--- config.mk ---
export PLATFORM = sky130hd
export DESIGN_NAME = cpu_alu_with_flags
export DESIGN_NICKNAME = d
export VERILOG_FILES = /design/src/rtl/core/cpualu_pkg.sv /design/src/rtl/core/cpu_alu_with_flags.sv
export SDC_FILE = /design/constraint.sdc
export NUM_CORES = 1
export LEC_CHECK = 0
export BUFFER_PORTS_ARGS = -buffer_cell sky130_fd_sc_hd__buf_2
export CELL_PAD_IN_SITES_DETAIL_PLACEMENT = 2
export CELL_PAD_IN_SITES_GLOBAL_PLACEMENT = 2
export CORE_ASPECT_RATIO = 0.8
export CORE_UTILIZATION = 30
export CTS_BUF_LIST = sky130_fd_sc_hd__clkbuf_8
export DETAILED_ROUTE_END_ITERATION = 8
export MAX_ROUTING_LAYER = met4
export PLACE_DENSITY = 0.71
export RECOVER_POWER = 25
export SKIP_LAST_GASP = 1
export SLEW_MARGIN = 5
export SYNTH_ARGS = -nofsm -noshare
export SYNTH_HDL_FRONTEND = slang
export SYNTH_SLANG_ARGS = --single-unit
--- constraint.sdc ---
create_clock -name clk -period 3.9 [get_ports clk]
set_clock_uncertainty 0.15 [all_clocks]
set_input_delay 0.195 -clock clk [delete_from_list [all_inputs] [get_ports clk]]
set_output_delay 0.195 -clock clk [all_outputs]
set_load 0.01 [all_outputs]
--- src/rtl/core/cpualu_pkg.sv ---
// Shared types and constants of the 8-bit CPU ALU with flags.
package cpualu_pkg;

    localparam int unsigned ModeW = 5;
    localparam int unsigned WordW = 16;
    localparam int unsigned ByteW = 8;
    localparam int unsigned BitIdxW = 3;

    typedef enum logic [ModeW-1:0] {
        OP_ADD   = 5'd0,
        OP_ADC   = 5'd1,
        OP_SUB   = 5'd2,
        OP_SBC   = 5'd3,
        OP_AND   = 5'd4,
        OP_OR    = 5'd5,
        OP_XOR   = 5'd6,
        OP_CP    = 5'd7,
        OP_INC   = 5'd8,
        OP_DEC   = 5'd9,
        OP_RLC   = 5'd10,
        OP_RRC   = 5'd11,
        OP_RL    = 5'd12,
        OP_RR    = 5'd13,
        OP_SLA   = 5'd14,
        OP_SRA   = 5'd15,
        OP_SRL   = 5'd16,
        OP_SWAP  = 5'd17,
        OP_BIT   = 5'd18,
        OP_RES   = 5'd19,
        OP_SET   = 5'd20,
        OP_DAA   = 5'd21,
        OP_CPL   = 5'd22,
        OP_CCF   = 5'd23,
        OP_SCF   = 5'd24,
        OP_RLCA  = 5'd25,
        OP_RRCA  = 5'd26,
        OP_RLA   = 5'd27,
        OP_RRA   = 5'd28,
        OP_ADD16 = 5'd29,
        OP_ADDSP = 5'd30
    } alu_op_t;

    localparam logic [ByteW-1:0] DaaLowFix  = 8'h06;
    localparam logic [ByteW-1:0] DaaHighFix = 8'h60;
    localparam logic [ByteW-1:0] DaaHighLim = 8'h99;
    localparam logic [3:0]       DaaLowLim  = 4'h9;

    typedef struct packed {
        logic [ModeW-1:0]   mode;
        logic [WordW-1:0]   operand_a;
        logic [WordW-1:0]   operand_b;
        logic [BitIdxW-1:0] bit_index;
        logic               zero_in;
        logic               subtract_in;
        logic               half_carry_in;
        logic               carry_in;
    } req_t;

    typedef struct packed {
        logic [WordW-1:0] result;
        logic             zero_out;
        logic             subtract_out;
        logic             half_carry_out;
        logic             carry_out;
    } rsp_t;

endpackage

--- src/rtl/core/cpu_alu_with_flags.sv ---
// Top level: registered 8-bit CPU ALU with Z/N/H/C flags.
// Each request is held in the input register, then in the result register until it transfers.
// Throughput: one operation per cycle unless rsp_stall holds a full result register; the flag
// and result logic is a single pass between the input register and the result register.
// A full result register that is stalled holds back the input register only when both are full.
// Reset (rst_n low, asynchronous) empties both registers; no other state.
module cpu_alu_with_flags (
    input  logic              clk,
    input  logic              rst_n,
    input  logic              req_valid,
    output logic              req_stall,
    input  cpualu_pkg::req_t  req,
    output logic              rsp_valid,
    input  logic              rsp_stall,
    output cpualu_pkg::rsp_t  rsp
);

    logic             s1_valid_reg;
    logic             s1_valid_next;
    cpualu_pkg::req_t s1_reg;
    logic             rsp_valid_reg;
    logic             rsp_valid_next;
    cpualu_pkg::rsp_t rsp_reg;
    cpualu_pkg::rsp_t rsp_next;
    logic             advance;
    logic             req_xfer;

    assign advance        = !rsp_valid_reg || !rsp_stall;
    assign req_stall      = s1_valid_reg && !advance;
    assign req_xfer       = req_valid && !req_stall;
    assign s1_valid_next  = req_xfer || (s1_valid_reg && !advance);
    assign rsp_valid_next = advance ? s1_valid_reg : rsp_valid_reg;
    assign rsp_valid      = rsp_valid_reg;
    assign rsp            = rsp_reg;

    always_ff @(posedge clk or negedge rst_n)
    begin
        if (!rst_n)
        begin
            s1_valid_reg  <= 1'b0;
            rsp_valid_reg <= 1'b0;
        end
        else
        begin
            s1_valid_reg  <= s1_valid_next;
            rsp_valid_reg <= rsp_valid_next;
        end
    end

    always_ff @(posedge clk)
    begin
        if (req_xfer)
        begin
            s1_reg <= req;
        end
        if (advance && s1_valid_reg)
        begin
            rsp_reg <= rsp_next;
        end
    end

    always_comb
    begin
        logic [7:0]  a;
        logic [7:0]  b;
        logic [7:0]  v;
        logic [7:0]  r8;
        logic [7:0]  mask;
        logic [7:0]  corr;
        logic [8:0]  sum9;
        logic [4:0]  sum5;
        logic [16:0] sum17;
        logic [12:0] sum13;
        logic [15:0] r16;
        logic        t;
        logic        z;
        logic        n;
        logic        h;
        logic        c;

        a     = s1_reg.operand_a[7:0];
        b     = s1_reg.operand_b[7:0];
        z     = s1_reg.zero_in;
        n     = s1_reg.subtract_in;
        h     = s1_reg.half_carry_in;
        c     = s1_reg.carry_in;
        r16   = s1_reg.operand_a;
        r8    = 8'h00;
        v     = b;
        corr  = 8'h00;
        sum9  = 9'h000;
        sum5  = 5'h00;
        sum17 = 17'h00000;
        sum13 = 13'h0000;
        t     = 1'b0;
        mask  = 8'h01 << s1_reg.bit_index;

        case (cpualu_pkg::alu_op_t'(s1_reg.mode))
            cpualu_pkg::OP_ADD, cpualu_pkg::OP_ADC:
            begin
                t    = (s1_reg.mode == cpualu_pkg::OP_ADC) ? c : 1'b0;
                sum9 = {1'b0, a} + {1'b0, b} + {8'h00, t};
                sum5 = {1'b0, a[3:0]} + {1'b0, b[3:0]} + {4'h0, t};
                r8   = sum9[7:0];
                r16  = {8'h00, r8};
                n    = 1'b0;
                h    = sum5[4];
                c    = sum9[8];
                z    = (r8 == 8'h00);
            end
            cpualu_pkg::OP_SUB, cpualu_pkg::OP_SBC, cpualu_pkg::OP_CP:
            begin
                t    = (s1_reg.mode == cpualu_pkg::OP_SBC) ? c : 1'b0;
                sum9 = {1'b0, a} - {1'b0, b} - {8'h00, t};
                sum5 = {1'b0, a[3:0]} - {1'b0, b[3:0]} - {4'h0, t};
                r8   = sum9[7:0];
                n    = 1'b1;
                h    = sum5[4];
                c    = sum9[8];
                z    = (r8 == 8'h00);
                r16  = (s1_reg.mode == cpualu_pkg::OP_CP) ? {8'h00, a} : {8'h00, r8};
            end
            cpualu_pkg::OP_AND:
            begin
                r8  = a & b;
                r16 = {8'h00, r8};
                z   = (r8 == 8'h00);
                n   = 1'b0;
                h   = 1'b1;
                c   = 1'b0;
            end
            cpualu_pkg::OP_OR:
            begin
                r8  = a | b;
                r16 = {8'h00, r8};
                z   = (r8 == 8'h00);
                n   = 1'b0;
                h   = 1'b0;
                c   = 1'b0;
            end
            cpualu_pkg::OP_XOR:
            begin
                r8  = a ^ b;
                r16 = {8'h00, r8};
                z   = (r8 == 8'h00);
                n   = 1'b0;
                h   = 1'b0;
                c   = 1'b0;
            end
            cpualu_pkg::OP_INC:
            begin
                r8  = b + 8'h01;
                r16 = {8'h00, r8};
                z   = (r8 == 8'h00);
                n   = 1'b0;
                h   = (r8[3:0] == 4'h0);
            end
            cpualu_pkg::OP_DEC:
            begin
                r8  = b - 8'h01;
                r16 = {8'h00, r8};
                z   = (r8 == 8'h00);
                n   = 1'b1;
                h   = (r8[3:0] == 4'hF);
            end
            cpualu_pkg::OP_RLC, cpualu_pkg::OP_RLCA:
            begin
                v   = (s1_reg.mode == cpualu_pkg::OP_RLCA) ? a : b;
                r8  = {v[6:0], v[7]};
                c   = v[7];
                r16 = {8'h00, r8};
                n   = 1'b0;
                h   = 1'b0;
                z   = (s1_reg.mode == cpualu_pkg::OP_RLCA) ? 1'b0 : (r8 == 8'h00);
            end
            cpualu_pkg::OP_RRC, cpualu_pkg::OP_RRCA:
            begin
                v   = (s1_reg.mode == cpualu_pkg::OP_RRCA) ? a : b;
                r8  = {v[0], v[7:1]};
                c   = v[0];
                r16 = {8'h00, r8};
                n   = 1'b0;
                h   = 1'b0;
                z   = (s1_reg.mode == cpualu_pkg::OP_RRCA) ? 1'b0 : (r8 == 8'h00);
            end
            cpualu_pkg::OP_RL, cpualu_pkg::OP_RLA:
            begin
                v   = (s1_reg.mode == cpualu_pkg::OP_RLA) ? a : b;
                r8  = {v[6:0], c};
                c   = v[7];
                r16 = {8'h00, r8};
                n   = 1'b0;
                h   = 1'b0;
                z   = (s1_reg.mode == cpualu_pkg::OP_RLA) ? 1'b0 : (r8 == 8'h00);
            end
            cpualu_pkg::OP_RR, cpualu_pkg::OP_RRA:
            begin
                v   = (s1_reg.mode == cpualu_pkg::OP_RRA) ? a : b;
                r8  = {c, v[7:1]};
                c   = v[0];
                r16 = {8'h00, r8};
                n   = 1'b0;
                h   = 1'b0;
                z   = (s1_reg.mode == cpualu_pkg::OP_RRA) ? 1'b0 : (r8 == 8'h00);
            end
            cpualu_pkg::OP_SLA:
            begin
                r8  = {b[6:0], 1'b0};
                c   = b[7];
                r16 = {8'h00, r8};
                n   = 1'b0;
                h   = 1'b0;
                z   = (r8 == 8'h00);
            end
            cpualu_pkg::OP_SRA:
            begin
                r8  = {b[7], b[7:1]};
                c   = b[0];
                r16 = {8'h00, r8};
                n   = 1'b0;
                h   = 1'b0;
                z   = (r8 == 8'h00);
            end
            cpualu_pkg::OP_SRL:
            begin
                r8  = {1'b0, b[7:1]};
                c   = b[0];
                r16 = {8'h00, r8};
                n   = 1'b0;
                h   = 1'b0;
                z   = (r8 == 8'h00);
            end
            cpualu_pkg::OP_SWAP:
            begin
                r8  = {b[3:0], b[7:4]};
                c   = 1'b0;
                r16 = {8'h00, r8};
                n   = 1'b0;
                h   = 1'b0;
                z   = (r8 == 8'h00);
            end
            cpualu_pkg::OP_BIT:
            begin
                r16 = {8'h00, b};
                z   = ((b & mask) == 8'h00);
                n   = 1'b0;
                h   = 1'b1;
            end
            cpualu_pkg::OP_RES:
            begin
                r16 = {8'h00, b & ~mask};
            end
            cpualu_pkg::OP_SET:
            begin
                r16 = {8'h00, b | mask};
            end
            cpualu_pkg::OP_DAA:
            begin
                // carry only ever sets here
                corr = c ? cpualu_pkg::DaaHighFix : 8'h00;
                if (h || (!n && (a[3:0] > cpualu_pkg::DaaLowLim)))
                begin
                    corr = corr | cpualu_pkg::DaaLowFix;
                end
                if (c || (!n && (a > cpualu_pkg::DaaHighLim)))
                begin
                    corr = corr | cpualu_pkg::DaaHighFix;
                end
                r8  = n ? (a - corr) : (a + corr);
                r16 = {8'h00, r8};
                c   = c | corr[6];
                h   = 1'b0;
                z   = (r8 == 8'h00);
            end
            cpualu_pkg::OP_CPL:
            begin
                r16 = {8'h00, ~a};
                n   = 1'b1;
                h   = 1'b1;
            end
            cpualu_pkg::OP_CCF:
            begin
                r16 = {8'h00, a};
                n   = 1'b0;
                h   = 1'b0;
                c   = !c;
            end
            cpualu_pkg::OP_SCF:
            begin
                r16 = {8'h00, a};
                n   = 1'b0;
                h   = 1'b0;
                c   = 1'b1;
            end
            cpualu_pkg::OP_ADD16:
            begin
                sum17 = {1'b0, s1_reg.operand_a} + {1'b0, s1_reg.operand_b};
                sum13 = {1'b0, s1_reg.operand_a[11:0]} + {1'b0, s1_reg.operand_b[11:0]};
                r16   = sum17[15:0];
                n     = 1'b0;
                h     = sum13[12];
                c     = sum17[16];
            end
            cpualu_pkg::OP_ADDSP:
            begin
                r16  = s1_reg.operand_a + {{8{b[7]}}, b};
                sum9 = {1'b0, s1_reg.operand_a[7:0]} + {1'b0, b};
                sum5 = {1'b0, s1_reg.operand_a[3:0]} + {1'b0, b[3:0]};
                z    = 1'b0;
                n    = 1'b0;
                h    = sum5[4];
                c    = sum9[8];
            end
            default:
            begin
                r16 = s1_reg.operand_a;
            end
        endcase

        rsp_next.result         = r16;
        rsp_next.zero_out       = z;
        rsp_next.subtract_out   = n;
        rsp_next.half_carry_out = h;
        rsp_next.carry_out      = c;
    end

    a_xfer_fills_s1: assert property (@(posedge clk) disable iff (!rst_n)
        req_xfer |=> s1_valid_reg)
        else $error("request transfer did not load the input register");

    a_s1_moves_on: assert property (@(posedge clk) disable iff (!rst_n)
        (s1_valid_reg && advance) |=> rsp_valid_reg)
        else $error("input register advanced without a result");

    a_byte_high_zero: assert property (@(posedge clk) disable iff (!rst_n)
        (s1_valid_reg && (s1_reg.mode <= cpualu_pkg::OP_RRA))
            |-> (rsp_next.result[15:8] == 8'h00))
        else $error("byte operation left a non-zero high byte");

    a_no_overwrite: assert property (@(posedge clk) disable iff (!rst_n)
        req_xfer |-> (!s1_valid_reg || advance))
        else $error("input register overwritten while held");

endmodule

# [Word level (Yosys, flattened, before mapping)]
# Cells that the tools add are included.
[op_classes] mux=21 add_sub_neg=15 order_cmp=2 reduce_logical=47 eq_ne=31 bitwise_logic=9 shift=1
[ops] cell="$pmux W16 S23" n=1
[ops] cell="$logic_not A8 Y1" n=15
[ops] cell="$eq A5 B5 Y1 const B" n=15
[ops] cell="$mux W8" n=7
[ops] cell="$eq A5 B4 Y1 const B" n=8
[ops] cell="$and A8 B8 Y8" n=3
[ops] cell="$reduce_or A23 Y1" n=1
[ops] cell="$eq A5 B3 Y1 const B" n=4
[ops] cell="$pmux W1 S18" n=1
[ops] cell="$add A16 B16 Y17" n=1
[ops] cell="$reduce_or A17 Y1" n=1
[ops] cell="$add A16 B16 Y16" n=1
[ops] cell="$not A8 Y8" n=2
[ops] cell="$or A8 B8 Y8" n=2
[ops] cell="$logic_not A7 Y1" n=2
[ops] cell="$mux W7" n=2
[ops] cell="$pmux W1 S14" n=1
[ops] cell="$reduce_or A2 Y1" n=7
[ops] cell="$add A12 B12 Y13" n=1
[ops] cell="$eq A5 B2 Y1 const B" n=2
[ops] cell="$add A8 B8 Y9" n=1
[ops] cell="$add A9 B1 Y9" n=1
[ops] cell="$sub A8 B8 Y9" n=1
[ops] cell="$sub A9 B1 Y9" n=1
[ops] cell="other kinds (27)" n=45
[word_totals] word_cells=141 input_bits=48 reg_bits=66

# [Depth between registers and ports, before layout]
# Gate-level depths: netlist (run 1).
[depth] word_depth=10 depth_mapped=16 mapped_depth_nobuf=14

# [Worst setup path after synthesis (run 1)]
# Ideal clock, no wire load.
[synth_path] path_type="register -> register" from="reg s1_reg[43] (netlist name)" to="reg rsp_reg, in the netlist rsp[0] (data pin)" setup_ns=0.256 t_arrival_ns=3.686 path_stages_with_launch=17 path_slack_ns=-0.193 required_ns=3.494 cell_sequence="edfxtp_1 > buf_6 > buf_4 > buf_2 > buf_2 > clkbuf_1 > nand4b_1 > fa_1 > fa_1 > o21a_1 > nor2_1 > o21ai_0 > a21o_1 > a21oi_1 > xor2_1 > a221o_1 > o22a_1"
[synth_rtl] element="start, declared" line_no="cpu_alu_with_flags.sv:20" text="cpualu_pkg::req_t s1_reg;"
[synth_rtl] element="start signal, assigned" line_no="cpu_alu_with_flags.sv:54" text="s1_reg <= req;"
[synth_rtl] element="end signal, assigned" line_no="cpu_alu_with_flags.sv:58" text="rsp_reg <= rsp_next;"
[synth_rtl] element="end, declared" line_no="cpu_alu_with_flags.sv:23" text="cpualu_pkg::rsp_t rsp_reg;"

==> impl_metrics.json, run 1 <==
{
  "grtUsageTotal": 0.3167,
  "finalSetupViolations": 0,
  "die_w_um": 174.5,
  "period_needed_ns": 3.765,
  "clock_sinks": 66,
  "dr_total_vias": 7953,
  "grt_max_degree": 58,
  "synthSimpleGateAreaFrac": 0.2178,
  "total_power_mw": 2.792,
  "clock.fmax_mhz": 265.6,
  "io_pins": 70,
  "slew_violations": 0,
  "gp_congestion": 1.048,
  "drt_iter0_drc": 741,
  "p_clk_frac": 0.265,
  "synth_area_per_cell_um2": 8.593,
  "seqPwrFrac": 0.319,
  "vias_per_cell": 6.122,
  "clock-root-buffer": "clkbuf_8",
  "synth_xor_area_frac": 0.06571,
  "status": "finished, final reports clean",
  "drcViolationCount": 0,
  "ant_nets": 0,
  "cp_slowest_stage_delay_ns": 0.84,
  "synthCells": 831,
  "synth_top_area_share": 0.2691,
  "cp.arrival_ns": 3.85,
  "antenna_found_initial": 0,
  "insertion_delay_ns": 0.42,
  "nNetsFinal": 1094,
  "core_um2": 23400,
  "synth-seq-area-share": 0.2762,
  "drt_pass1_iterations": 6,
  "max_cap_violations": 0,
  "grt_pass1_wl_mm": 54.48,
  "cts_buffer_depth": 2,
  "critPathLaunchType": "flip-flop",
  "antenna_cells": 0,
  "htreeDepth": 3,
  "ir_drop_v": 0.0002047,
  "yosysUniqueCellTypes": 91,
  "ys_top_cells_by_area": "edfxtp_1, ha_1, nor2_1",
  "synth_nets": 943,
  "finalHoldViolCount": 0,
  "p_per_area_nw_per_um2": 313.8,
  "postSynthRegisterBits": 66,
  "wl_mm": 37.34,
  "start_util": 0.3052,
  "portBuffers": 69,
  "path_clk_slew_ns": 0.07,
  "synth_mux_area_frac": 0.009988,
  "grt_pass1_vias": 8184,
  "wl_per_cell_um": 28.75,
  "power_frac_comb": 0.416,
  "cp_data_required_time_ns": 3.99,
  "slew_headroom": 0.2581,
  "drive_gt1_frac": 0.1945,
  "synthFlopType": "edfxtp_1",
  "rsz0062_at_grt": "no",
  "p_sw_frac": 0.3906,
  "leakagePower_nw": 3.443,
  "synthTopCellsByCount": "nor2_1, edfxtp_1, ha_1",
  "die_h_um": 140.0,
  "tritoncts": "built",
  "synth_top_family_by_area": "compound AO/OA/AOI/OAI gates",
  "synth_compound_area_frac": 0.2609,
  "worstSetupPathType": "flip-flop to flip-flop",
  "cp_cell_sequence": "buf_4 -> or2_0 -> buf_4 -> nor3_1 -> o211ai_1 -> o211ai_1 -> a211oi_1 -> buf_4 -> o311a_1 -> o21bai_1",
  "placementRows": 50,
  "crit_slowest_cell": "nor3_1",
  "tns_ns": 0,
  "largest_register_ffs": 44,
  "yosysMostFrequentCell": "nor2_1",
  "dp_hpwl_mm": 28.64,
  "synth_area_um2": 7141,
  "internal_power_mw": 1.701,
  "numCtsBuffers": 9,
  "dieArea_um2": 24430,
  "end_kind": "flip-flop",
  "p_sw_mw": 1.090,
  "path_max_fanout": 31,
  "area_growth_pct": 24.57,
  "ys_async_sr_fraction": 0.03030,
  "hold_path.class": "flip-flop to flip-flop",
  "worst_pin_slew_ns": 1.104,
  "path_common_cell": "buf_4",
  "synth_fa_ha_area_frac": 0.1153,
  "synth_largest_area_cell": "edfxtp_1",
  "period_share": 0.9653,
  "whs_ns": 0.3306,
  "grt_remaining_overflow": 0,
  "synth_edf_count": 64,
  "yosysWarnings": 0
}
[power groups by stage]
stage | sequential (mW) | combinational [mW] | clock [mW]
2_1_floorplan | 0.908 | 0.638 | 0
3_3_place_gp | 0.903 | 1.06 | 0
3_5_place_dp | 0.905 | 1.09 | 0
4_1_cts | 0.890 | 1.13 | 0.762
5_1_grt | 0.895 | 1.22 | 0.780
6_report | 0.891 | 1.16 | 0.739
[logic make-up (layout without fill, tap and decap cells)]
| kind of cell | Yosys count | in the layout |
|---|---|---|
| compound gates | 262 | 262 |
| xor+xnor | 51 | 51 |
| fa+ha+maj | 64 | 64 |
| buf+inv | 82 | 238 |
| flops | 66 | 66 |
| mux | 7 | 7 |
| simple gates | 299 | 299 |
[layer usage]
metal | vias to the layer above | track usage | routed length (um)
li1 | 3470 | - | -
met1 | 4039 | 0.4370 | 17060
met2 | 392 | 0.4502 | 15810
met3 | 52 | 0.07926 | 3629
met4 | 0 | 0.09748 | 843
met5 | - | - | 0
[worst max-delay path, delay by kind of cell (launching register included)]
family / cells / cell delay [ns]
compound gates: 5 / 1.11
buf+inv: 3 / 0.70
flops: 1 / 0.40
simple gates: 2 / 1.24
[layout by cell type (no fill, tap or decap), types with 12 or more instances in the layout]
cell type	instances
o211ai_1	16
nand3_1	27
nor2b_1	13
nand2_1	60
buf_4	74
nor2_1	69
buf_2	66
nor3_1	35
dlygate4sd3_1	49
o21ai_0	45
edfxtp_1	64
nand2b_1	15
xor2_1	21
inv_1	27
xnor2_1	27
o22ai_1	15
nand4_1	13
a31oi_1	12
a21oi_1	50
ha_1	61
[through the flow]
step	utilization	cells	area (um2)	setup WS, ns
4_1_cts	0.3801	1299	8894	0.2133
3_5_place_dp	0.3492	1234	8170	0.2400
5_1_grt	0.3802	1299	8895	0.03024
6_report	0.3802	1299	8895	0.1352
2_1_floorplan	-	831	7149	0.003562
3_3_place_gp	0.3492	1234	8170	0.2490
[final timing paths]
check | from | to | slack [ns] | cells after the start
max in group asynchronous | rst_n | rsp_valid | 2.96 | 3
max reg2reg | s1_reg[40] | rsp[3] | 0.14 | 10
min reg2reg | s1_valid_reg | rsp_valid | 0.33 | 1
min in group asynchronous | rst_n | s1_valid_reg | 0.51 | 3
min | s1_valid_reg | rsp_valid | 0.33 | 1
max | s1_reg[40] | rsp[3] | 0.14 | 10
[cell type report]
| cell class | instances | area [um2] |
|---|---|---|
| inverter | 30 | 112.6 |
| clock inverter | 7 | 108.9 |
| timing repair buffer | 192 | 1388 |
| fill | 2652 | 14500 |
| multi-input combinational | 683 | 4800 |
| sequential | 66 | 1972 |
| clock buffer | 9 | 123.9 |
| tap | 312 | 390.4 |
[timing repair]
item,in CTS,in global routing
buffers inserted,0,0
hold buffers,49,0
setup endpoints to repair,0,1
resized for setup,0,1
hold endpoints to repair,48,0
No activity file was read; power rests on OpenSTA's default activity.
==> run 2, diff against run 1 <==
- clock period: 3.9 -> 3.2 ns (I/O delays scaled with it)
==> run 2 against run 1 <==
The run now ends with negative setup slack left. Sequential cell count stayed put. Hold slack worse by 0.024 ns. Cell area is 18% higher. Via count is 14% higher. Die area stayed put. Critical endpoint is now rsp[0]. Global-route usage is 5.6 points higher. Critical path depth is 2 higher. Combinational power is 61% higher. Non-clock buffer count is 153 higher. First-iteration DRC count is 12% higher. Power is 32% higher. Utilization is 6.9 points higher.
==> impl_metrics.json, run 2 (synthesized netlist as in run 1, its figures left out) <==
{
  "status": "finished with violations",
  "violations": "negative setup slack",
  "largest_register_ffs": 44,
  "p_per_area_nw_per_um2": 351.8,
  "final_util": 0.4488,
  "grt_remaining_overflow": 0,
  "dr_total_vias": 9040,
  "hold_path.class": "input pin to flip-flop",
  "nNetsFinal": 1247,
  "setup_ws_ns": -0.3205,
  "io_pins": 70,
  "slew_headroom": 0.3065,
  "insertion_delay_ns": 0.41,
  "grtUsageTotal": 0.3730,
  "clock-root-buffer": "clkbuf_8",
  "final_cell_area_um2": 10500,
  "placementRows": 50,
  "drt_iter0_drc": 832,
  "numCtsBuffers": 9,
  "tritoncts": "built",
  "whs_ns": 0.3061,
  "rsz0062_at_grt": "yes",
  "ir_drop_v": 0.0002231,
  "clock_sinks": 66,
  "dp_hpwl_mm": 33.79,
  "ant_nets": 0,
  "path_clk_slew_ns": 0.10,
  "grt_max_degree": 45,
  "max_cap_violations": 0,
  "leakagePower_nw": 4.199,
  "cp.arrival_ns": 3.53,
  "start_util": 0.3052,
  "wl_mm": 46.18,
  "dieArea_um2": 24430,
  "drcViolationCount": 0,
  "grt_pass1_wl_mm": 63.89,
  "placedCellCount": 1366,
  "gp_congestion": 1.056,
  "end_kind": "flip-flop",
  "layout_commonest_cell": "buf_4",
  "clock.fmax_mhz": 284.1,
  "slew_violations": 0,
  "path_common_cell": "fa_2",
  "wl_per_cell_um": 31.80,
  "layout_common_cells": "buf_4, nor2_1, buf_2",
  "die_w_um": 174.5,
  "vias_per_cell": 6.226,
  "drive_gt1_frac": 0.3684,
  "dpl_cell_area_um2": 9204,
  "total_power_mw": 3.694,
  "grt_pass1_vias": 9315,
  "path_max_fanout": 3,
  "htreeDepth": 3,
  "period_share": 1.100,
  "period_needed_ns": 3.521,
  "finalSetupViolations": 12,
  "portBuffers": 69,
  "cts_buffer_depth": 2,
  "cp_cell_sequence": "nor2_2 -> nand4b_1 -> fa_2 -> fa_2 -> o21a_1 -> nor2_4 -> o21ai_2 -> a21o_1 -> a21oi_2 -> xor2_1 -> a221o_1 -> o22a_1",
  "tns_ns": -1.461,
  "crit_slowest_cell": "fa_2",
  "cp_data_required_time_ns": 3.21,
  "core_um2": 23400,
  "place_ws_ns": -0.4133,
  "stdcell_count": 1452,
  "critPathLaunchType": "flip-flop",
  "finalHoldViolCount": 0,
  "worstSetupPathType": "flip-flop to flip-flop",
  "die_h_um": 140.0,
  "cp_slowest_stage_delay_ns": 0.47,
  "crit_family": "compound AO/OA/AOI/OAI gates",
  "worst_pin_slew_ns": 1.032,
  "antenna_found_initial": 1,
  "path_buf_inv": 0,
  "area_growth_pct": 47.06,
  "antenna_cells": 0,
  "drt_pass1_iterations": 5
}
==> run 2: cell type report <==
| class | count | area (um2) |
|---|---|---|
| clock inverters | 7 | 45.04 |
| clock buffers | 9 | 123.9 |
| multi-input cells | 683 | 5275 |
| well taps | 312 | 390.4 |
| repair buffers | 345 | 2582 |
| inverters | 30 | 112.6 |
| fillers | 2590 | 12900 |
| flip-flops and latches | 66 | 1972 |
==> run 2: final timing paths <==
path                                end          from  cells after the start  slack, ns
min reg2reg                   rsp_valid  s1_valid_reg                      1       0.35
min in group asynchronous     rsp_valid         rst_n                      3       0.46
min                           s1_reg[1]        req[1]                      2       0.31
max in group asynchronous  s1_valid_reg         rst_n                      3       2.32
max reg2reg                      rsp[0]    s1_reg[42]                     12      -0.32
max                              rsp[0]    s1_reg[42]                     12      -0.32
==> run 2: per-layer routing <==
metal | wire length (um) | GRT usage | part of all wire | vias to the layer above
met4 | 1639 | 0.1098 | 0.035 | 0
met3 | 3976 | 0.07573 | 0.086 | 115
met2 | 20910 | 0.5758 | 0.45 | 515
li1 | - | - | - | 3782
met5 | 0 | - | 0 | -
met1 | 19650 | 0.4913 | 0.43 | 4628
==> run 2: what timing repair did <==
| action | in CTS | in global routing |
|---|---|---|
| gates resized for setup | 37 | 67 |
| hold buffers | 49 | 0 |
| setup buffers | 17 | 13 |
| setup endpoints to repair | 14 | 14 |
| cloned | 0 | 0 |
| pin swaps | 34 | 33 |
| endpoints found under the hold margin | 48 | 0 |
==> run 2: where the power goes <==
group / switching [mW] / internal [mW]
sequential: 0.0511 / 1.04
combinational: 1.10 / 0.776
clock: 0.454 / 0.279
==> run 2: worst reg2reg max path: cells and delay by family (launching register included) <==
kind	cells	cell delay, ns
xor+xnor	1	0.12
fa+ha+maj	2	0.84
flops	1	0.43
simple gates	3	0.57
compound gates	6	1.14
